==> config.mk <==
export PLATFORM = sky130hd
export DESIGN_NAME = gem_fifo
export DESIGN_NICKNAME = d
export VERILOG_FILES = /design/src/gem_fifo.sv
export SDC_FILE = /design/constraint.sdc
export NUM_CORES = 1
export LEC_CHECK = 0
export ABC_AREA = 1
export BUFFER_PORTS_ARGS = -buffer_cell sky130_fd_sc_hd__buf_2
export CORE_UTILIZATION = 40
export DETAILED_ROUTE_END_ITERATION = 10
export GPL_TIMING_DRIVEN = 0
export SYNTH_ARGS = -nofsm -noshare
export SYNTH_HDL_FRONTEND = slang
export SYNTH_SLANG_ARGS = --single-unit
==> constraint.sdc <==
create_clock -name clk -period 3.6 [get_ports clk]
set_input_delay 0.18 -clock clk [delete_from_list [all_inputs] [get_ports clk]]
set_output_delay 0.18 -clock clk [all_outputs]
set_load 0.01 [all_outputs]
==> src/gem_fifo.sv <==
// gem_fifo: small register queue with occupancy count
// used for the command queue and the result queue; depends on nothing
module gem_fifo #(
  parameter int DW    = 8,
  parameter int DEPTH = 4
) (
  input  logic                       clk,
  input  logic                       rst_n,
  input  logic                       push,
  input  logic [DW-1:0]              wdata,
  input  logic                       pop,
  output logic [DW-1:0]              rdata,
  output logic                       empty,
  output logic                       full,
  output logic [$clog2(DEPTH+1)-1:0] count
);

  localparam int AW = (DEPTH > 1) ? $clog2(DEPTH) : 1;
  localparam int NW = $clog2(DEPTH + 1);

  logic [DW-1:0] mem_r [DEPTH];
  logic [AW-1:0] wptr_r, wptr_nxt;
  logic [AW-1:0] rptr_r, rptr_nxt;
  logic [NW-1:0] cnt_r, cnt_nxt;
  logic          do_push, do_pop;

  assign empty   = (cnt_r == NW'(0));
  assign full    = (cnt_r == NW'(DEPTH));
  assign count   = cnt_r;
  assign rdata   = mem_r[rptr_r];
  assign do_push = push && !full;
  assign do_pop  = pop && !empty;

  always_comb begin
    wptr_nxt = wptr_r;
    rptr_nxt = rptr_r;
    cnt_nxt  = cnt_r;
    if (do_push) begin
      wptr_nxt = (wptr_r == AW'(DEPTH - 1)) ? AW'(0) : wptr_r + AW'(1);
    end
    if (do_pop) begin
      rptr_nxt = (rptr_r == AW'(DEPTH - 1)) ? AW'(0) : rptr_r + AW'(1);
    end
    if (do_push && !do_pop) begin
      cnt_nxt = cnt_r + NW'(1);
    end else if (do_pop && !do_push) begin
      cnt_nxt = cnt_r - NW'(1);
    end
  end

  always_ff @(posedge clk) begin
    if (!rst_n) begin
      wptr_r <= '0;
      rptr_r <= '0;
      cnt_r  <= '0;
    end else begin
      wptr_r <= wptr_nxt;
      rptr_r <= rptr_nxt;
      cnt_r  <= cnt_nxt;
    end
  end

  always_ff @(posedge clk) begin
    if (do_push) begin
      mem_r[wptr_r] <= wdata;
    end
  end

endmodule

==> results of run 1 <==
## kinds of logic after synthesis
logic type / Yosys count
and+or+nand+nor: 51
buffers and inverters: 21
DFF: 41
AOI/OAI and AO/OA: 28
adders and majority gates: 7
## path summary, 6_finish.rpt
check                                           start                    end  slack [ns]  cells after the start
worst min register to register  count[0]$_SDFFE_PN0P_  count[0]$_SDFFE_PN0P_        0.54                      2
worst max register to register  count[1]$_SDFFE_PN0P_  count[1]$_SDFFE_PN0P_        1.73                      9
worst max-delay path            count[1]$_SDFFE_PN0P_  count[1]$_SDFFE_PN0P_        1.73                      9
worst min-delay path                         wdata[4]  mem_r[0][4]$_DFFE_PP_        0.10                      1
## final cells by class
type / count / area, µm²
clock inverter: 2 / 33.8
fill: 377 / 2050
inverter: 19 / 71.3
timing repair buffer: 24 / 120
clock buffer: 6 / 72.6
sequential: 41 / 1140
tap: 50 / 62.6
buffer: 2 / 22.5
multi-input combinational: 86 / 458
## registers in the layout, summed over array words and instances, names as in the netlist, named ones only
register and cells:
mem_r 32, count 3, rptr_r 2, wptr_r 2
## critical path, cell delays in order (launching register included)
cell and delay, ns:
sky130_fd_sc_hd__dfxtp_1 0.35, sky130_fd_sc_hd__nor2_1 0.16, sky130_fd_sc_hd__nand2_1 0.14, sky130_fd_sc_hd__nand2_2 0.15, sky130_fd_sc_hd__inv_1 0.06, sky130_fd_sc_hd__ha_1 0.20, sky130_fd_sc_hd__inv_1 0.09, sky130_fd_sc_hd__fa_1 0.41
sky130_fd_sc_hd__o21ai_0 0.16, sky130_fd_sc_hd__nor2_1 0.05
## stage by stage
step	total power, mW	util	instance area, µm²
after floorplan	0.961	-	1690
after global placement	1.11	0.466	1880
after detailed placement	1.14	0.466	1880
after CTS	1.49	0.492	1980
after global routing	1.58	0.492	1980
final	1.47	0.492	1980
## power by group
part	switching, mW	internal (mW)	leakage, nW
Sequential	0.0571	0.589	0.368
Clock	0.151	0.205	0.0528
Combinational	0.291	0.181	0.391
Total	0.499	0.975	0.812
## routing by layer
layer	wire length [µm]	part of all wire
met1	1420	0.44
met2	1590	0.50
met3	108	0.034
met4	78	0.024
met5	0	0
## synth_stat cells
cell,n
sky130_fd_sc_hd__inv_2,1
sky130_fd_sc_hd__nand2_2,1
sky130_fd_sc_hd__nor2_1,33
sky130_fd_sc_hd__ha_1,6
sky130_fd_sc_hd__nand2_1,14
sky130_fd_sc_hd__o21ai_2,3
sky130_fd_sc_hd__inv_1,18
sky130_fd_sc_hd__nand4_1,1
sky130_fd_sc_hd__o21ai_0,14
sky130_fd_sc_hd__nand3b_1,1
sky130_fd_sc_hd__o21ai_1,1
sky130_fd_sc_hd__fa_1,1
sky130_fd_sc_hd__a21oi_1,2
sky130_fd_sc_hd__o22ai_1,8
sky130_fd_sc_hd__nand3_1,1
sky130_fd_sc_hd__buf_6,2
sky130_fd_sc_hd__dfxtp_1,9
sky130_fd_sc_hd__edfxtp_1,32
==> impl_metrics.prom, run 1 <==
# TYPE chip_impl_metric gauge
chip_impl_info{name="status",value="completed"} 1
chip_impl_metric{name="net_count_synth",unit=""} 167
chip_impl_metric{name="clock_latency",unit="ns"} 0.29
chip_impl_metric{name="maxClockFrequency",unit="GHz"} 0.534
chip_impl_metric{name="synth_xor_area_frac",unit=""} 0
chip_impl_metric{name="syn_to_final_growth",unit="%"} 17.1
chip_impl_metric{name="coreArea",unit="mm²"} 0.00403
chip_impl_metric{name="chip_height",unit="µm"} 67.1
chip_impl_metric{name="synth.lib_cells_used.distinct",unit=""} 18
chip_impl_info{name="critPathLaunchType",value="register"} 1
chip_impl_metric{name="die-width",unit="µm"} 67.1
chip_impl_metric{name="critical_path_arrival",unit="ns"} 2.06
chip_impl_metric{name="finClkSkew",unit="ns"} 0.00300
chip_impl_metric{name="power_per_cell_area",unit="mW/mm²"} 744
chip_impl_metric{name="placement.setup.worst_slack",unit="ns"} 1.74
chip_impl_metric{name="cts.reportedPaths.clkPinSlew",unit="ns"} 0.07
chip_impl_metric{name="io_pins",unit=""} 25
chip_impl_metric{name="placed_cells",unit=""} 222
chip_impl_metric{name="place.port_buffers",unit=""} 24
chip_impl_metric{name="synth_top_cell_area_share",unit=""} 0.568
chip_impl_info{name="post_synthesis_cell_type_with_the_largest_combined_area",value="sky130_fd_sc_hd__edfxtp_1"} 1
chip_impl_info{name="synth.area.top_cells",value="sky130_fd_sc_hd__edfxtp_1, sky130_fd_sc_hd__dfxtp_1, sky130_fd_sc_hd__nor2_1, sky130_fd_sc_hd__ha_1, sky130_fd_sc_hd__o21ai_0"} 1
chip_impl_metric{name="ys_seq_area_frac",unit=""} 0.674
chip_impl_metric{name="timing.critical_path.required",unit="ns"} 3.79
chip_impl_metric{name="floorplan.die_area",unit="mm²"} 0.00450
chip_impl_info{name="most_heavily_used_metal_layer_in_global_routing",value="met2"} 1
chip_impl_metric{name="maxCapViolCount",unit=""} 0
chip_impl_metric{name="final-max-slew-violation-count",unit=""} 0
chip_impl_info{name="setup_repair_after_global_routing_missed_its_margin",value="no"} 1
chip_impl_metric{name="ys_seq_elements",unit=""} 41
chip_impl_metric{name="cts-hold-fix-buffers",unit=""} 0
chip_impl_metric{name="gr-usage-met1",unit=""} 0.199
chip_impl_metric{name="period_share",unit=""} 0.520
chip_impl_metric{name="drt-total-wl",unit="mm"} 3.20
chip_impl_metric{name="dr.first_iter.drc_count",unit=""} 44
chip_impl_metric{name="holdWs",unit="ns"} 0.104
chip_impl_metric{name="stdcell_count",unit=""} 230
chip_impl_metric{name="syn-instance-count",unit=""} 148
chip_impl_metric{name="cts_sinks",unit=""} 41
chip_impl_metric{name="post_synth_mux_area_share",unit=""} 0
chip_impl_metric{name="worst-slew-pin-transition",unit="ns"} 0.818
chip_impl_metric{name="dr_total_vias",unit=""} 1119
chip_impl_metric{name="grt_max_degree",unit=""} 13
chip_impl_metric{name="final-hold-violation-count",unit=""} 0
chip_impl_metric{name="timing.final.setup_violations",unit=""} 0
chip_impl_metric{name="setup_slack",unit="ns"} 1.73
chip_impl_metric{name="tritoncts.num_buffers",unit=""} 5
chip_impl_metric{name="crit_fanout",unit=""} 7
chip_impl_metric{name="finalSetupTns",unit="ns"} 0
chip_impl_metric{name="postCtsResizedCells",unit=""} 0
chip_impl_info{name="synth_top_family_by_area",value="simple AND/OR/NAND/NOR gates"} 1
chip_impl_metric{name="final_layout_size_suffix_gt1_frac",unit=""} 0.206
chip_impl_metric{name="post_synth_instance_area",unit="mm²"} 0.00169
chip_impl_metric{name="final_routed_drc_violation_total",unit=""} 0
chip_impl_metric{name="synth.avg_cell_area",unit="µm²"} 11.4
chip_impl_metric{name="leakage",unit="nW"} 0.812
chip_impl_metric{name="detail_route.vias_per_cell",unit=""} 4.87
chip_impl_metric{name="yosys_warnings",unit=""} 0
chip_impl_metric{name="antenna_found_initial",unit=""} 0
chip_impl_info{name="tritoncts_clock_tree",value="done"} 1
chip_impl_metric{name="compound_gate_portion_of_the_synthesized_area",unit=""} 0.0953
chip_impl_metric{name="floorplan.initialDensity",unit=""} 0.420
chip_impl_metric{name="grt_first_pass_wirelength",unit="mm"} 5.29
chip_impl_metric{name="finalCriticalPeriod",unit="ns"} 1.87
chip_impl_metric{name="estimated_wirelength_of_the_detail_placed_design",unit="mm"} 2.17
chip_impl_info{name="most-common-layout-cells",value="sky130_fd_sc_hd__nor2_1, sky130_fd_sc_hd__edfxtp_1, sky130_fd_sc_hd__buf_2, sky130_fd_sc_hd__inv_1"} 1
chip_impl_metric{name="groute.layer.met3.usage",unit=""} 0.0394
chip_impl_metric{name="grt_ovf",unit=""} 0
chip_impl_metric{name="antenna_left",unit=""} 0
chip_impl_metric{name="synthAdderAreaFrac",unit=""} 0.0562
chip_impl_metric{name="drtPass1Iterations",unit=""} 4
chip_impl_metric{name="clockBufferDepth",unit=""} 2
chip_impl_metric{name="vdd_ir_drop_max",unit="mV"} 0.294
chip_impl_metric{name="grt_util_all_layers",unit=""} 0.169
chip_impl_info{name="most_frequent_standard_cell_in_the_layout_excluding_fill_and_tap_cells",value="sky130_fd_sc_hd__nor2_1"} 1
chip_impl_metric{name="first_global_vias",unit=""} 1125
chip_impl_metric{name="finalNetCount",unit=""} 198
chip_impl_info{name="hp-class",value="in2reg"} 1
chip_impl_metric{name="globalRouteMet2Util",unit=""} 0.278
chip_impl_info{name="end_kind",value="register"} 1
chip_impl_info{name="cts_root_buf",value="sky130_fd_sc_hd__clkbuf_8"} 1
chip_impl_metric{name="slew_headroom",unit=""} 0.452
chip_impl_metric{name="n_antenna_cell",unit=""} 0
chip_impl_metric{name="synthSimpleGateAreaFrac",unit=""} 0.119
chip_impl_metric{name="post-cts-setup-buffers",unit=""} 0
chip_impl_info{name="worst-setup-path-type",value="reg2reg"} 1
chip_impl_metric{name="gpl.final_weighted_congestion",unit=""} 0.690
chip_impl_metric{name="cts_htree_levels",unit=""} 2
chip_impl_metric{name="core.rowCount",unit=""} 23
chip_impl_metric{name="avg_wl_per_cell",unit="µm"} 13.9
(Power assumes the default switching activity.)
==> run 2, diff against run 1 <==
- clock period: 3.6 -> 1.7 ns (I/O delays scaled with it)
==> impl_metrics.prom, run 2 (synthesis gave the netlist of run 1 again) <==
# TYPE chip_impl_metric gauge
chip_impl_metric{name="finalCriticalPeriod",unit="ns"} 1.66
chip_impl_metric{name="dr_total_vias",unit=""} 1161
chip_impl_metric{name="final-hold-violation-count",unit=""} 0
chip_impl_metric{name="hold-path-cell-count",unit=""} 1
chip_impl_metric{name="regToRegSetupSlack",unit="ns"} 0.04
chip_impl_info{name="rr_startpoint",value="count[1]$_SDFFE_PN0P_"} 1
chip_impl_metric{name="timing.final.setup_violations",unit=""} 0
chip_impl_metric{name="crit_fanout",unit=""} 4
chip_impl_metric{name="avg_wl_per_cell",unit="µm"} 13.0
chip_impl_metric{name="cp_num_buf_inv",unit=""} 3
chip_impl_info{name="most_heavily_used_metal_layer_in_global_routing",value="met2"} 1
chip_impl_metric{name="leakage",unit="nW"} 0.865
chip_impl_metric{name="gpl.final_weighted_congestion",unit=""} 0.711
chip_impl_metric{name="io_pins",unit=""} 25
chip_impl_metric{name="final-max-slew-violation-count",unit=""} 0
chip_impl_metric{name="number_of_gates_on_the_worst_path_with_buffers_counted",unit=""} 12
chip_impl_metric{name="core.rowCount",unit=""} 23
chip_impl_metric{name="drtPass1Iterations",unit=""} 4
chip_impl_metric{name="power_per_cell_area",unit="mW/mm²"} 1610
chip_impl_metric{name="final_routed_drc_violation_total",unit=""} 0
chip_impl_metric{name="clock_latency",unit="ns"} 0.29
chip_impl_metric{name="gr-usage-met1",unit=""} 0.177
chip_impl_info{name="hp-class",value="in2reg"} 1
chip_impl_info{name="cpMostUsedCell",value="sky130_fd_sc_hd__nand2_2"} 1
chip_impl_metric{name="tritoncts.num_buffers",unit=""} 5
chip_impl_info{name="end_kind",value="register"} 1
chip_impl_metric{name="reg2reg_depth",unit=""} 12
chip_impl_info{name="most-common-layout-cells",value="sky130_fd_sc_hd__edfxtp_1, sky130_fd_sc_hd__nor2_1, sky130_fd_sc_hd__buf_2, sky130_fd_sc_hd__inv_1, sky130_fd_sc_hd__o21ai_0"} 1
chip_impl_metric{name="cts_sinks",unit=""} 41
chip_impl_metric{name="finClkSkew",unit="ns"} 0.00530
chip_impl_info{name="critPathTopFamily",value="adder cells"} 1
chip_impl_metric{name="largest_register_ffs",unit=""} 32
chip_impl_metric{name="final_layout_size_suffix_gt1_frac",unit=""} 0.335
chip_impl_metric{name="chip_height",unit="µm"} 67.1
chip_impl_metric{name="placed_cells",unit=""} 222
chip_impl_metric{name="estimated_wirelength_of_the_detail_placed_design",unit="mm"} 2.01
chip_impl_metric{name="period_share",unit=""} 0.975
chip_impl_metric{name="cts_htree_levels",unit=""} 2
chip_impl_metric{name="slew_headroom",unit=""} 0.498
chip_impl_metric{name="holdWs",unit="ns"} 0.0110
chip_impl_info{name="crit_startpoint",value="count[1]$_SDFFE_PN0P_"} 1
chip_impl_metric{name="finalSetupTns",unit="ns"} 0
chip_impl_info{name="worst_path_max_delay_cell",value="sky130_fd_sc_hd__fa_2"} 1
chip_impl_info{name="setup_repair_after_global_routing_missed_its_margin",value="yes"} 1
chip_impl_info{name="most_frequent_standard_cell_in_the_layout_excluding_fill_and_tap_cells",value="sky130_fd_sc_hd__edfxtp_1"} 1
chip_impl_metric{name="groute.layer.met3.usage",unit=""} 0.0514
chip_impl_info{name="worst_reg2reg_path_endpoint",value="count[2]$_SDFFE_PN0P_"} 1
chip_impl_info{name="status",value="completed"} 1
chip_impl_metric{name="maxCapViolCount",unit=""} 0
chip_impl_metric{name="first_global_vias",unit=""} 1097
chip_impl_metric{name="grt_util_all_layers",unit=""} 0.155
chip_impl_metric{name="vdd_ir_drop_max",unit="mV"} 0.961
chip_impl_metric{name="place.port_buffers",unit=""} 24
chip_impl_metric{name="die-width",unit="µm"} 67.1
chip_impl_metric{name="globalRouteMet2Util",unit=""} 0.253
chip_impl_metric{name="antenna_left",unit=""} 0
chip_impl_metric{name="dr.first_iter.drc_count",unit=""} 42
chip_impl_info{name="top_register_by_number_of_flip_flops",value="mem_r"} 1
chip_impl_metric{name="critical_path_arrival",unit="ns"} 1.85
chip_impl_metric{name="coreArea",unit="mm²"} 0.00403
chip_impl_info{name="worst-setup-path-type",value="reg2reg"} 1
chip_impl_metric{name="syn_to_final_growth",unit="%"} 26.2
chip_impl_metric{name="timing.critical_path.required",unit="ns"} 1.89
chip_impl_metric{name="clockBufferDepth",unit=""} 2
chip_impl_info{name="crit_path_cell_trace",value="nor2_4 > nand2_2 > nand2_2 > ha_4 > inv_4 > fa_2 > inv_2 > nand2_2 > nand3_1 > nand2_1 > inv_1 > nor2_1"} 1
chip_impl_info{name="tritoncts_clock_tree",value="done"} 1
chip_impl_metric{name="cts.reportedPaths.clkPinSlew",unit="ns"} 0.08
chip_impl_metric{name="n_antenna_cell",unit=""} 0
chip_impl_metric{name="grt_ovf",unit=""} 0
chip_impl_metric{name="antenna_found_initial",unit=""} 0
chip_impl_metric{name="drt-total-wl",unit="mm"} 3.14
chip_impl_metric{name="stdcell_count",unit=""} 241
chip_impl_metric{name="fin_total_pwr",unit="mW"} 3.43
chip_impl_metric{name="finalNetCount",unit=""} 209
chip_impl_metric{name="finish.utilization",unit=""} 0.530
chip_impl_info{name="crit_path_end",value="count[2]$_SDFFE_PN0P_"} 1
chip_impl_metric{name="grt_first_pass_wirelength",unit="mm"} 4.83
chip_impl_metric{name="maxClockFrequency",unit="GHz"} 0.603
chip_impl_metric{name="worst-slew-pin-transition",unit="ns"} 0.750
chip_impl_metric{name="timing.critical_path.slowest_cell_delay",unit="ns"} 0.39
chip_impl_info{name="critPathLaunchType",value="register"} 1
chip_impl_info{name="cts_root_buf",value="sky130_fd_sc_hd__clkbuf_8"} 1
chip_impl_metric{name="floorplan.initialDensity",unit=""} 0.420
chip_impl_metric{name="floorplan.die_area",unit="mm²"} 0.00450
chip_impl_metric{name="detail_route.vias_per_cell",unit=""} 4.82
chip_impl_metric{name="grt_max_degree",unit=""} 14
[run 2: cell count changes in the layout (fill, tap and decap cells not counted), sizes merged]
cell         before  now
clkinvlp          0    1
clkbuf            6    5
dlygate4sd3       0    2
buf              26   35
[run 2: worst min path at each step]
stage,from,endpoint,slack [ns]
after CTS,wdata[1],mem_r[1][1]$_DFFE_PP_,0.002
after global placement,wdata[1],mem_r[0][1]$_DFFE_PP_,0.30
after global routing,wdata[7],mem_r[3][7]$_DFFE_PP_,0.002
after detailed placement,wdata[4],mem_r[3][4]$_DFFE_PP_,0.30
final,wdata[6],mem_r[0][6]$_DFFE_PP_,0.01
after floorplan,wdata[0],mem_r[0][0]$_DFFE_PP_,0.18
[run 2: through the flow]
stage                     setup slack [ns]  area [µm²]
after floorplan                    0.00694        1700
after global placement             -0.0784        1880
after detailed placement           -0.0930        1880
after CTS                         -0.00410        2040
after global routing               -0.0605        2140
final                               0.0429        2140
[run 2: what timing repair did]
action / in CTS / in global routing
buffers inserted: 2 / 7
cloned: 0 / 0
endpoints found under the setup margin: 2 / 26
hold buffers: 2 / 0
gates resized for setup: 4 / 17
hold endpoints to repair: 8 / 0
pin swaps: 1 / 8
[run 2: layout make-up]
type	instances	area, µm²
Clock buffer	5	68.8
Fill cell	358	1890
Multi-Input combinational cell	86	509
Buffer	2	22.5
Timing Repair Buffer	35	208
Clock inverter	3	41.3
Sequential cell	41	1150
Tap cell	50	62.6
Inverter	19	76.3
[run 2: report_power, final]
part           leakage [nW]  internal [mW]  switching (mW)
clock                0.0518          0.432           0.321
sequential            0.369           1.26           0.126
combinational         0.444          0.576           0.719
[run 2: metal layers]
layer  part of all wire  wire length [µm]
met4              0.015                48
met2               0.47              1480
met1               0.45              1420
met5                  0                 0
met3              0.061               190
[run 2: worst register-to-register path: stages, from the launching register on]
cell	delay (ns)
sky130_fd_sc_hd__dfxtp_4	0.37
sky130_fd_sc_hd__nor2_4	0.13
sky130_fd_sc_hd__nand2_2	0.07
sky130_fd_sc_hd__nand2_2	0.10
sky130_fd_sc_hd__ha_4	0.16
sky130_fd_sc_hd__inv_4	0.04
sky130_fd_sc_hd__fa_2	0.39
sky130_fd_sc_hd__inv_2	0.07
sky130_fd_sc_hd__nand2_2	0.04
sky130_fd_sc_hd__nand3_1	0.06
sky130_fd_sc_hd__nand2_1	0.06
sky130_fd_sc_hd__inv_1	0.05
sky130_fd_sc_hd__nor2_1	0.03
