### src/gem_pkg.sv
// gem_pkg: shared constants and types for the 3x3 grayscale erosion block
// used by gem_front, gem_back and the top level under src; depends on nothing
package gem_pkg;

  localparam int DEF_MAX_WIDTH  = 1024;
  localparam int DEF_MAX_HEIGHT = 4096;

  localparam int PIX_W = 8;
  localparam logic [PIX_W-1:0] PIX_MAX = 8'hFF;

  localparam int CFG_W_W    = 11;
  localparam int CFG_H_W    = 13;
  localparam int CFG_DATA_W = 13;
  localparam int CFG_IDX_W  = 1;

  localparam logic [CFG_IDX_W-1:0] CFG_IMAGE_WIDTH  = 1'b0;
  localparam logic [CFG_IDX_W-1:0] CFG_IMAGE_HEIGHT = 1'b1;

  localparam int RESET_WIDTH  = 640;
  localparam int RESET_HEIGHT = 480;

  localparam int CMDQ_DEPTH = 4;
  localparam int OUTQ_DEPTH = 4;

  typedef struct packed {
    logic top;
    logic bottom;
    logic left;
    logic right;
  } border_t;

  typedef struct packed {
    logic [PIX_W-1:0] pix;
    logic             res;
    border_t          border;
    logic             fe;
  } cmd_t;

  localparam int CMD_W = $bits(cmd_t);

endpackage

### src/gem_front.sv
// gem_front: input side of the erosion block; config registers, position counters,
// classification of each beat into ignore, pixel or flush; depends on gem_pkg
module gem_front import gem_pkg::*; #(
  parameter int MAX_WIDTH  = DEF_MAX_WIDTH,
  parameter int MAX_HEIGHT = DEF_MAX_HEIGHT
) (
  input  logic                                 clk,
  input  logic                                 rst_n,
  input  logic                                 cfg_valid,
  output logic                                 cfg_ready,
  input  logic [CFG_IDX_W-1:0]                 cfg_index,
  input  logic [CFG_DATA_W-1:0]                cfg_data,
  input  logic                                 in_push,
  output logic                                 in_full,
  input  logic [PIX_W-1:0]                     in_pixel_in,
  input  logic                                 in_drain,
  input  logic                                 cq_full,
  output logic                                 cq_push,
  output logic [$clog2(MAX_WIDTH)-1:0]         cq_addr,
  output cmd_t                                 cq_cmd
);

  localparam int CW      = $clog2(MAX_WIDTH);
  localparam int WW      = $clog2(MAX_WIDTH + 1);
  localparam int HW      = $clog2(MAX_HEIGHT + 1);
  localparam int RW      = $clog2(MAX_HEIGHT + 3);
  localparam int ROW_SAT = MAX_HEIGHT + 2;
  localparam int W_RST   = (RESET_WIDTH > MAX_WIDTH) ? MAX_WIDTH : RESET_WIDTH;
  localparam int H_RST   = (RESET_HEIGHT > MAX_HEIGHT) ? MAX_HEIGHT : RESET_HEIGHT;

  logic [WW-1:0]      w_r, w_nxt;
  logic [HW-1:0]      h_r, h_nxt;
  logic [CW-1:0]      in_col_r, in_col_nxt;
  logic [RW-1:0]      in_row_r, in_row_nxt;
  logic [CW-1:0]      out_col_r, out_col_nxt;
  logic [RW-1:0]      out_row_r, out_row_nxt;
  logic [CFG_W_W-1:0] wv;
  logic [CFG_H_W-1:0] hv;
  logic               accept, flush, ignore, ready, wrap;
  logic [CW-1:0]      col;
  logic [CW:0]        col1, ocol1;
  logic [RW:0]        orow1;
  border_t            border;
  logic               fe;

  assign cfg_ready = 1'b1;
  assign in_full   = cq_full;
  assign accept    = in_push && !cq_full;

  assign wv = cfg_data[CFG_W_W-1:0];
  assign hv = cfg_data[CFG_H_W-1:0];

  always_comb begin
    w_nxt = w_r;
    h_nxt = h_r;
    if (cfg_valid) begin
      case (cfg_index)
        CFG_IMAGE_WIDTH: begin
          if (wv == '0) w_nxt = WW'(1);
          else if (32'(wv) > MAX_WIDTH) w_nxt = WW'(MAX_WIDTH);
          else w_nxt = WW'(wv);
        end
        CFG_IMAGE_HEIGHT: begin
          if (hv == '0) h_nxt = HW'(1);
          else if (32'(hv) > MAX_HEIGHT) h_nxt = HW'(MAX_HEIGHT);
          else h_nxt = HW'(hv);
        end
        default: begin
        end
      endcase
    end
  end

  assign flush  = 32'(in_row_r) >= 32'(h_r);
  assign ignore = !flush && in_drain;
  assign col    = (32'(in_col_r) >= 32'(w_r)) ? CW'(0) : in_col_r;
  assign ready  = (in_row_r >= RW'(2)) || ((in_row_r == RW'(1)) && (col != CW'(0)));
  assign col1   = {1'b0, col} + (CW+1)'(1);
  assign wrap   = 32'(col1) >= 32'(w_r);

  assign ocol1         = {1'b0, out_col_r} + (CW+1)'(1);
  assign orow1         = {1'b0, out_row_r} + (RW+1)'(1);
  assign border.top    = out_row_r != RW'(0);
  assign border.bottom = 32'(orow1) < 32'(h_r);
  assign border.left   = out_col_r != CW'(0);
  assign border.right  = 32'(ocol1) < 32'(w_r);
  assign fe            = !border.bottom && !border.right;

  always_comb begin
    in_col_nxt  = in_col_r;
    in_row_nxt  = in_row_r;
    out_col_nxt = out_col_r;
    out_row_nxt = out_row_r;
    if (accept && !ignore) begin
      if (wrap) begin
        in_col_nxt = CW'(0);
        in_row_nxt = (in_row_r == RW'(ROW_SAT)) ? in_row_r : in_row_r + RW'(1);
      end else begin
        in_col_nxt = col1[CW-1:0];
      end
      if (ready) begin
        if (fe) begin
          in_col_nxt  = '0;
          in_row_nxt  = '0;
          out_col_nxt = '0;
          out_row_nxt = '0;
        end else if (!border.right) begin
          out_col_nxt = CW'(0);
          out_row_nxt = orow1[RW-1:0];
        end else begin
          out_col_nxt = ocol1[CW-1:0];
        end
      end
    end
  end

  always_ff @(posedge clk) begin
    if (!rst_n) begin
      w_r       <= WW'(W_RST);
      h_r       <= HW'(H_RST);
      in_col_r  <= '0;
      in_row_r  <= '0;
      out_col_r <= '0;
      out_row_r <= '0;
    end else begin
      w_r       <= w_nxt;
      h_r       <= h_nxt;
      in_col_r  <= in_col_nxt;
      in_row_r  <= in_row_nxt;
      out_col_r <= out_col_nxt;
      out_row_r <= out_row_nxt;
    end
  end

  assign cq_push       = accept && !ignore;
  assign cq_addr       = col;
  assign cq_cmd.pix    = flush ? PIX_MAX : in_pixel_in;
  assign cq_cmd.res    = ready;
  assign cq_cmd.border = border;
  assign cq_cmd.fe     = fe;

endmodule

### config.mk
export PLATFORM = sky130hd
export DESIGN_NAME = gem_front
export DESIGN_NICKNAME = d
export VERILOG_FILES = /design/src/gem_pkg.sv /design/src/gem_front.sv
export SDC_FILE = /design/constraint.sdc
export NUM_CORES = 1
export LEC_CHECK = 0
export BUFFER_PORTS_ARGS = -buffer_cell sky130_fd_sc_hd__buf_2
export CORE_MARGIN = 2
export CORE_UTILIZATION = 50
export DETAILED_ROUTE_END_ITERATION = 12
export PLACE_DENSITY = 0.7
export SLEW_MARGIN = 15
export SYNTH_ARGS = -nofsm -noshare
export SYNTH_HDL_FRONTEND = slang
export SYNTH_SLANG_ARGS = --single-unit
### constraint.sdc
create_clock -name clk -period 5.55 [get_ports clk]
set_input_delay 1.11 -clock clk [delete_from_list [all_inputs] [get_ports clk]]
set_output_delay 1.11 -clock clk [all_outputs]
set_load 0.01 [all_outputs]
==> results of run 1 <==
==> final timing paths <==
path,from,end,slack (ns),cells after the start
setup / recovery,out_row_r[0]$_SDFFE_PN0P_,cq_cmd[0],0.65,13
hold / removal,w_r[10]$_SDFFE_PN0P_,w_r[10]$_SDFFE_PN0P_,0.46,2
setup reg to reg,w_r[8]$_SDFFE_PN0P_,in_row_r[8]$_SDFFE_PN0P_,0.95,19
hold reg to reg,w_r[10]$_SDFFE_PN0P_,w_r[10]$_SDFFE_PN0P_,0.46,2
==> cells in the final DEF (no fill, tap or decap), drive strengths merged, types with 3 or more instances in the layout <==
| cell type | Yosys | final |
|---|---|---|
| dfxtp | 70 | 70 |
| nor3 | 12 | 12 |
| a31oi | 3 | 3 |
| nor2 | 43 | 43 |
| nor2b | 5 | 5 |
| xor2 | 19 | 19 |
| o31ai | 15 | 15 |
| inv | 44 | 45 |
| a21oi | 50 | 50 |
| o22ai | 6 | 6 |
| a22oi | 9 | 9 |
| a21o | 5 | 5 |
| nand2 | 47 | 47 |
| buf | 11 | 55 |
| nand3 | 39 | 39 |
| a211oi | 5 | 5 |
| clkbuf | 14 | 11 |
| o21a | 6 | 6 |
| o21ai | 26 | 26 |
| nand4 | 11 | 11 |
| and2 | 9 | 9 |
| or3 | 13 | 13 |
| a221o | 5 | 5 |
| or2 | 9 | 9 |
| or4 | 4 | 4 |
| and3 | 15 | 15 |
| ha | 65 | 65 |
| o211ai | 8 | 8 |
| nor3b | 7 | 7 |
| xnor2 | 12 | 12 |
| nand4b | 6 | 6 |
| nor4 | 8 | 8 |
==> cells in the mapped netlist, types with 13 or more instances <==
library cell	number	area, um2
ha_1	65	813
xor2_1	19	166
o21ai_0	25	125
clkbuf_1	14	52.6
inv_1	43	161
a21oi_1	50	250
nor2_1	42	158
and3_1	14	87.6
nand2_1	47	176
nand3_1	39	195
o31ai_1	13	97.6
or3_1	13	81.3
dfxtp_1	70	1400
==> power by group through the flow <==
stage	combinational [W]	clock, W	sequential, W
after floorplan	0.0000671	0	0.000526
after detailed placement	0.000103	0	0.000527
final	0.000105	0.000380	0.000515
after global routing	0.000116	0.000412	0.000516
after global placement	0.000101	0	0.000527
after CTS	0.000103	0.000386	0.000515
==> state kept, by name, indices dropped and copies added (netlist names) <==
name and flops:
w_r 11, out_row_r 13, in_row_r 13, in_col_r 10, out_col_r 10, h_r 13
==> cell type report <==
cell class / count / area [um2] / share of cell area [%]
multi-input combinational: 487 / 3400 / 60.9
clock buffer: 11 / 141 / 2.53
clock inverter: 5 / 33.8 / 0.604
inverter: 44 / 165 / 2.95
sequential: 70 / 1400 / 25.1
timing repair buffer: 55 / 280 / 5.01
tap: 133 / 166 / 2.98
==> logic make-up after synthesis <==
logic type / count (synthesis) / share of synthesized area (%)
and+or+nand+nor: 235 / 24.4
buffers and inverters: 69 / 5.81
AOI/OAI and AO/OA: 153 / 20.6
DFF: 70 / 27.5
adders and majority gates: 67 / 16.3
other: 1 / 0.0735
xor gates and xnor gates: 31 / 5.32
==> routing by layer <==
metal  share of wire [%]  global-route usage, %  vias to the layer above
met5                   0                      0                        -
met4                 1.6                   6.67                        0
met3                 5.1                   4.49                       19
met2                  46                   39.4                      133
met1                  48                   34.3                     2232
li1                    -                      -                     2362
==> worst reg2reg max path, cell delays in order, from the launching register on <==
cell and delay (ns):
dfxtp_1 0.34, inv_1 0.11, ha_1 0.34, a211o_1 0.27, o211ai_1 0.16, o21a_1 0.34
nand2_1 0.12, inv_1 0.14, ha_1 0.28, nand2_1 0.09, xor2_1 0.19, nor2_1 0.07
ha_1 0.32, nand2_1 0.09, nor3_1 0.19, o31ai_1 0.12, a211oi_1 0.40, nand2_1 0.27
or4_1 0.54, a21oi_1 0.15
==> through the flow <==
stage	hold slack (ns)	utilization (%)	power (W)	setup slack [ns]
final	0.459	56.9	0.00100	0.652
after global routing	0.491	56.9	0.00104	0.327
after CTS	0.461	56.9	0.00100	0.643
after detailed placement	0.449	55.2	0.000630	1.03
after global placement	0.444	55.2	0.000627	1.08
after floorplan	0.436	-	0.000593	1.35
==> results.yml, run 1 <==
finish:
  fin_cells: 805
  area_growth_pct: 9.61
  fin_nets: 760
  nFillCells: 961
  finish.instance_area_um2: 5590
  drive_above_1_share_pct: 13.8
  antenna_cells: 0
floorplan:
  coreArea_um2: 9820
  io_pins: 55
  die_w_um: 105
  die_area_um2: 11000
  die_y_um: 105
  std_cell_rows: 36
  start_util_pct: 51.9
detailed_routing:
  drt_iter0_drc: 243
  via_count: 4746
  drt-total-wl_um: 13400
  drtPass1Iterations: 5
  via_per_inst: 5.90
  drc: 0
  wl_per_cell_um: 16.6
  drtAntennaViolNets: 0
logic_synthesis:
  synth_edf_count: 0
  synth.net_count: 719
  synthArstFlopShare_pct: 0
  synth_warnings: 0
  synth_cell_types: 65
  ys_seq_area_share_pct: 27.5
  syn_inst: 626
  ys_seq_elements: 70
  synth.avg_cell_area_um2: 8.15
  synth_top_flop_cell: "dfxtp_1"
  synth_area_um2: 5100
grt:
  antenna_found_initial: 0
  overflow: 0
  grt_pass1_wl_um: 22200
  grt_max_degree: 41
  grt_pass1_vias: 4501
  grt_use_total_pct: 24.7
setup_path:
  cp-end-kind: "primary output"
  cp.required_ns: 4.44
  path_buf_inv: 1
  crit_chain: "ha_1 > nand3_1 > nor3_1 > and3_1 > nand3_1 > xnor2_1 > ha_1 > and4_1 > nand4_1 > o211ai_4 > nor2_8 > nor2_1 > buf_2"
  crit_family: "simple AND/OR/NAND/NOR gates"
  slowest_delay_ns: 0.47
  cp.arrival_ns: 3.79
  start_kind: "flip-flop"
  path_class: "flip-flop to primary output"
  crit_path_top_delay_cell: "nor3_1"
  critPathMaxFanout: 15
power:
  peakVddDrop_mv: 0.0986
  p_leak_nw: 2.39
  p_clk_share_pct: 38.0
  power_switching_w: 0.000278
  pwr-share-seq_pct: 51.5
  p_comb_share_pct: 10.5
  swShare_pct: 27.8
  p_per_area_nw_per_um2: 179
  intPower_w: 0.000723
sta:
  rsz0062_at_grt: "no"
  worstMarginPinSlew_ns: 0.844
  fmaxAchievable_mhz: 204
  fin_crit_sh_pct: 88.3
  hold_viol_final: 0
  skew_ns: 0.0125
  period_needed_ns: 4.90
  setup_tns_ns: 0
  slew_violations: 0
  finalSetupViolations: 0
  relSlewSlack_pct: 43.5
place:
  placed_area_um2: 5420
  gp_congestion: 0.914
  placed_cells: 789
  post-dp-hpwl_um: 10200
  io_buffers: 53
clocking:
  cts_hold_buffers: 0
  ctsResizeCount: 0
  clk_latency_ns: 0.36
  cts_tree: "built"
  clk_pin_slew_ns: 0.08
  cts_setup_buffers: 0
  cts.sink_count: 70
  htreeDepth: 3
  root_buffer: "clkbuf_8"
  cts_buffers: 9
  clock_path_buffers: 2
worst_hold_path:
  hold_path_class: "flip-flop to flip-flop"
run:
  drv_cap: 0
outcome:
  status: "complete, no violations"
(Power assumes the default switching activity.)
==> inputs of run 2 (changes only) <==
--- a/config.mk
+++ b/config.mk
@@ -6,7 +6,6 @@
 export NUM_CORES = 1
 export LEC_CHECK = 0
 export BUFFER_PORTS_ARGS = -buffer_cell sky130_fd_sc_hd__buf_2
-export CORE_MARGIN = 2
 export CORE_UTILIZATION = 50
 export DETAILED_ROUTE_END_ITERATION = 12
 export PLACE_DENSITY = 0.7
==> run 2 against run 1 <==
Power grew 10%. Cell count shrank 0.12%. Clock skew shrank 0.0047 ns. Non-clock buffer count is the same. Clock power grew 27%. Fmax shrank 0.63%. Final area grew 0.85%. Core utilization grew 0.48 points. Critical path depth is the same. Die area shrank 3.8%. Hold slack gained 0.0067 ns. Critical endpoint unchanged.
==> results.yml, run 2 (synthesis results as in run 1) <==
outcome:
  status: "complete, no violations"
grt:
  antenna_found_initial: 0
  use_met3_pct: 5.63
  grt_use_met1_pct: 35.7
  grt_use_met2_pct: 41.2
  grt_max_degree: 41
  grt_pass1_wl_um: 21300
  grt_busiest_layer: "met2"
  grt_use_total_pct: 26.4
  overflow: 0
  grt_pass1_vias: 4321
floorplan:
  die_y_um: 103
  coreArea_um2: 9820
  die_area_um2: 10600
  std_cell_rows: 36
  io_pins: 55
  start_util_pct: 51.9
  die_w_um: 103
detailed_routing:
  drc: 0
  drt-total-wl_um: 13300
  via_per_inst: 5.87
  wl_per_cell_um: 16.5
  via_count: 4716
  drtPass1Iterations: 5
  drtAntennaViolNets: 0
  drt_iter0_drc: 327
clocking:
  root_buffer: "clkbuf_8"
  clk_pin_slew_ns: 0.07
  htreeDepth: 3
  cts_setup_buffers: 0
  cts_tree: "built"
  cts_buffers: 9
  clk_latency_ns: 0.37
  cts_hold_buffers: 0
  ctsResizeCount: 0
  cts.sink_count: 70
  clock_path_buffers: 2
finish:
  nFillCells: 944
  area_growth_pct: 10.5
  multi_input_area_um2: 3400
  antenna_cells: 0
  register_area_um2: 1400
  fin_nets: 760
  final_util_pct: 57.4
  drive_above_1_share_pct: 13.7
  top_regs: "h_r: 13 flops, in_row_r: 13 flops, out_row_r: 13 flops"
  final_common_cell: "dfxtp_1"
  final_cell_mix: "70 x dfxtp_1, 65 x ha_1, 53 x buf_2, 50 x a21oi_1, 47 x nand2_1"
setup_path:
  path_class: "flip-flop to primary output"
  cp.required_ns: 4.44
  cp.arrival_ns: 3.82
  critPathMaxFanout: 15
  reg2reg_depth: 19
  cp-end-kind: "primary output"
  start_kind: "flip-flop"
power:
  p_per_area_nw_per_um2: 195
  peakVddDrop_mv: 0.136
  p_clk_share_pct: 43.7
  power_switching_w: 0.000278
  p_comb_share_pct: 9.5
  p_leak_nw: 2.41
  total_power_w: 0.00110
  pwr-share-seq_pct: 46.8
  intPower_w: 0.000824
  swShare_pct: 25.3
worst_hold_path:
  whs_path_depth: 2
  hold_path_class: "flip-flop to flip-flop"
sta:
  period_needed_ns: 4.93
  relSlewSlack_pct: 38.7
  setup_tns_ns: 0
  hold_viol_final: 0
  fmaxAchievable_mhz: 203
  slew_violations: 0
  rsz0062_at_grt: "no"
  skew_ns: 0.00781
  worstMarginPinSlew_ns: 0.916
  finalSetupViolations: 0
  fin_crit_sh_pct: 88.8
  whs_ns: 0.466
place:
  io_buffers: 53
  gp_congestion: 0.915
  post-dp-hpwl_um: 9970
run:
  drv_cap: 0
-- run 2: power groups by stage --
stage | Clock, W | Sequential (W) | Combinational, W
4_1_cts | 0.000487 | 0.000515 | 0.000103
6_report | 0.000482 | 0.000516 | 0.000104
3_5_place_dp | 0 | 0.000527 | 0.000103
3_3_place_gp | 0 | 0.000527 | 0.000100
5_1_grt | 0.000506 | 0.000516 | 0.000116
2_1_floorplan | 0 | 0.000526 | 0.0000671
-- run 2: worst paths after layout --
| path | slack (ns) | end | startpoint |
|---|---|---|---|
| setup / recovery | 0.62 | cq_cmd[0] | out_row_r[0]$_SDFFE_PN0P_ |
| hold / removal | 0.47 | w_r[10]$_SDFFE_PN0P_ | w_r[10]$_SDFFE_PN0P_ |
| hold reg to reg | 0.47 | w_r[10]$_SDFFE_PN0P_ | w_r[10]$_SDFFE_PN0P_ |
| setup reg to reg | 0.77 | in_row_r[8]$_SDFFE_PN0P_ | in_col_r[6]$_SDFFE_PN0P_ |
-- run 2: per-layer routing --
layer  wire length [um]  share of wire (%)  up-vias
met5                  0                  0        -
met4                343                2.6        0
met3                720                5.4       27
met2               5940                 45      134
met1               6300                 47     2202
li1                   -                  -     2353
-- run 2: cell type report --
type | count | share of cell area (%)
Clock buffer | 12 | 2.75
Clock inverter | 3 | 1.20
Inverter | 44 | 2.93
Multi-Input combinational cell | 487 | 60.4
Sequential cell | 70 | 24.9
Tap cell | 133 | 2.95
Timing Repair Buffer | 55 | 4.97
-- run 2: stage by stage --
step / setup slack (ns) / cell area (um2) / instances
after global placement: 1.08 / 5420 / 789
final: 0.621 / 5640 / 804
after global routing: 0.282 / 5640 / 804
after detailed placement: 0.849 / 5420 / 789
after CTS: 0.607 / 5640 / 804
after floorplan: 1.35 / 5100 / 626
-- run 2: worst max-delay path, cell delays in order, from the launching register on --
cell	delay (ns)
dfxtp_1	0.46
ha_1	0.28
nand3_1	0.21
nor3_1	0.47
and3_1	0.29
nand3_1	0.11
xnor2_1	0.16
ha_1	0.33
and4_1	0.20
nand4_1	0.15
o211ai_4	0.39
nor2_8	0.13
nor2_1	0.12
buf_2	0.14
==> inputs of run 3 (changes only) <==
--- a/config.mk
+++ b/config.mk
@@ -6,9 +6,11 @@
 export NUM_CORES = 1
 export LEC_CHECK = 0
 export BUFFER_PORTS_ARGS = -buffer_cell sky130_fd_sc_hd__buf_2
-export CORE_UTILIZATION = 50
+export CELL_PAD_IN_SITES_DETAIL_PLACEMENT = 1
+export CELL_PAD_IN_SITES_GLOBAL_PLACEMENT = 1
+export CORE_UTILIZATION = 45
 export DETAILED_ROUTE_END_ITERATION = 12
-export PLACE_DENSITY = 0.7
+export PLACE_DENSITY_LB_ADDON = 0.1
 export SLEW_MARGIN = 15
 export SYNTH_ARGS = -nofsm -noshare
 export SYNTH_HDL_FRONTEND = slang
==> run 3 against run 2 <==
Setup slack lost 0.034 ns. First-iteration DRC count is 22% lower. Sequential cell count unchanged. Global-route usage increased by 2.0 points. Count of clock-buffer cells in the layout down 1. Final area grew 1.6%. Fmax shrank 0.69%. Non-clock buffer count increased by 1. Die area increased by 11%. Wire length is 20% higher. Cell count rose by 0.87%.
==> results.yml, run 3 (synthesis results as in run 1) <==
grt:
  antenna_found_initial: 0
  grt_max_degree: 42
  grt_pass1_vias: 4864
  grt_use_total_pct: 28.4
  overflow: 0
  grt_pass1_wl_um: 25400
finish:
  drive_above_1_share_pct: 13.9
  final_cell_mix: "70 x dfxtp_1, 65 x ha_1, 53 x buf_2, 50 x a21oi_1, 47 x nand2_1"
  finish.instance_area_um2: 5730
  register_area_um2: 1400
  multi_input_area_um2: 3400
  fin_cells: 811
  nFillCells: 1342
  antenna_cells: 0
  top_regs: "h_r: 13 flops, in_row_r: 13 flops, out_row_r: 13 flops"
  final_common_cell: "dfxtp_1"
  fin_nets: 761
  area_growth_pct: 12.3
place:
  placed_cells: 797
  post-dp-hpwl_um: 12000
  gp_congestion: 0.887
  io_buffers: 53
  placed_area_um2: 5430
clocking:
  cts_buffers: 9
  clk_pin_slew_ns: 0.05
  cts_tree: "built"
  cts.sink_count: 70
  ctsResizeCount: 0
  root_buffer: "clkbuf_16"
  clock_path_buffers: 2
  cts_setup_buffers: 0
  htreeDepth: 3
  cts_hold_buffers: 0
  clk_latency_ns: 0.34
floorplan:
  io_pins: 55
  die_y_um: 108
  die_w_um: 108
  die_area_um2: 11800
  start_util_pct: 46.6
  coreArea_um2: 10900
  std_cell_rows: 38
power:
  peakVddDrop_mv: 0.229
  p_leak_nw: 2.45
  p_per_area_nw_per_um2: 213
sta:
  relSlewSlack_pct: 39.6
  finalSetupViolations: 0
  fin_crit_sh_pct: 89.4
  skew_ns: 0.00745
  setup_tns_ns: 0
  rsz0062_at_grt: "no"
  whs_ns: 0.468
  hold_viol_final: 0
  worstMarginPinSlew_ns: 0.903
  fmaxAchievable_mhz: 201
  period_needed_ns: 4.96
  slew_violations: 0
setup_path:
  cp.required_ns: 5.82
  slowest_delay_ns: 0.56
  path_class: "flip-flop to flip-flop"
  cp.arrival_ns: 5.23
  start_kind: "flip-flop"
  crit_chain: "inv_1 > ha_1 > nor2b_1 > o21ai_0 > a21oi_1 > o21a_1 > nand2_1 > inv_1 > ha_1 > nand3_1 > xor2_1 > nor2_1 > ha_1 > nand2_1 > nor3_1 > o31ai_1 > a211oi_1 > nand2_1 > or4_1 > a21oi_1"
  cp-end-kind: "flip-flop"
  critPathMaxFanout: 10
  path_buf_inv: 2
  crit_family: "simple AND/OR/NAND/NOR gates"
  crit_path_top_delay_cell: "or4_1"
detailed_routing:
  drc: 0
  drtPass1Iterations: 4
  via_per_inst: 5.96
  drt-total-wl_um: 15900
  drtAntennaViolNets: 0
  wl_per_cell_um: 19.6
  via_count: 4834
  drt_iter0_drc: 256
worst_hold_path:
  hold_path_class: "flip-flop to flip-flop"
run:
  drv_cap: 0
outcome:
  status: "complete, no violations"
[run 3: tightest hold or removal path: stages, from the launching register on]
cell	delay (ns)
dfxtp_1	0.31
nand2_1	0.05
a21oi_1	0.06
[run 3: power by group]
group / switching, W / internal, W
combinational: 0.0000703 / 0.0000384
clock: 0.000226 / 0.000367
sequential: 0.00000607 / 0.000511
total: 0.000303 / 0.000917
[run 3: worst paths after layout]
path                            start                        end  slack (ns)  cells after the start
max          in_col_r[0]$_SDFFE_PN0P_  in_row_r[10]$_SDFFE_PN0P_        0.59                     20
min              h_r[12]$_SDFFE_PN0P_       h_r[12]$_SDFFE_PN0P_        0.47                      2
max reg2reg  in_col_r[0]$_SDFFE_PN0P_  in_row_r[10]$_SDFFE_PN0P_        0.59                     20
min reg2reg      h_r[12]$_SDFFE_PN0P_       h_r[12]$_SDFFE_PN0P_        0.47                      2
[run 3: through the flow]
step	util [%]	setup WS (ns)	total power, W
6_report	52.4	0.587	0.00122
5_1_grt	52.4	0.193	0.00126
4_1_cts	52.4	0.586	0.00123
3_5_place_dp	49.7	0.753	0.000635
3_3_place_gp	49.7	1.03	0.000630
2_1_floorplan	-	1.35	0.000593
[run 3: layer usage]
layer / track usage (%) / share of wire (%)
met1: 37.4 / 48
met2: 46.0 / 47
met3: 6.81 / 3.9
met4: 8.01 / 1.5
met5: 0 / 0
[run 3: area by class of cell]
cell class	instances	area share, %
clock buffer	11	4.41
sequential	70	24.5
tap	140	3.06
multi-input combinational	487	59.4
timing repair buffer	56	5.02
clock inverter	3	0.786
inverter	44	2.88
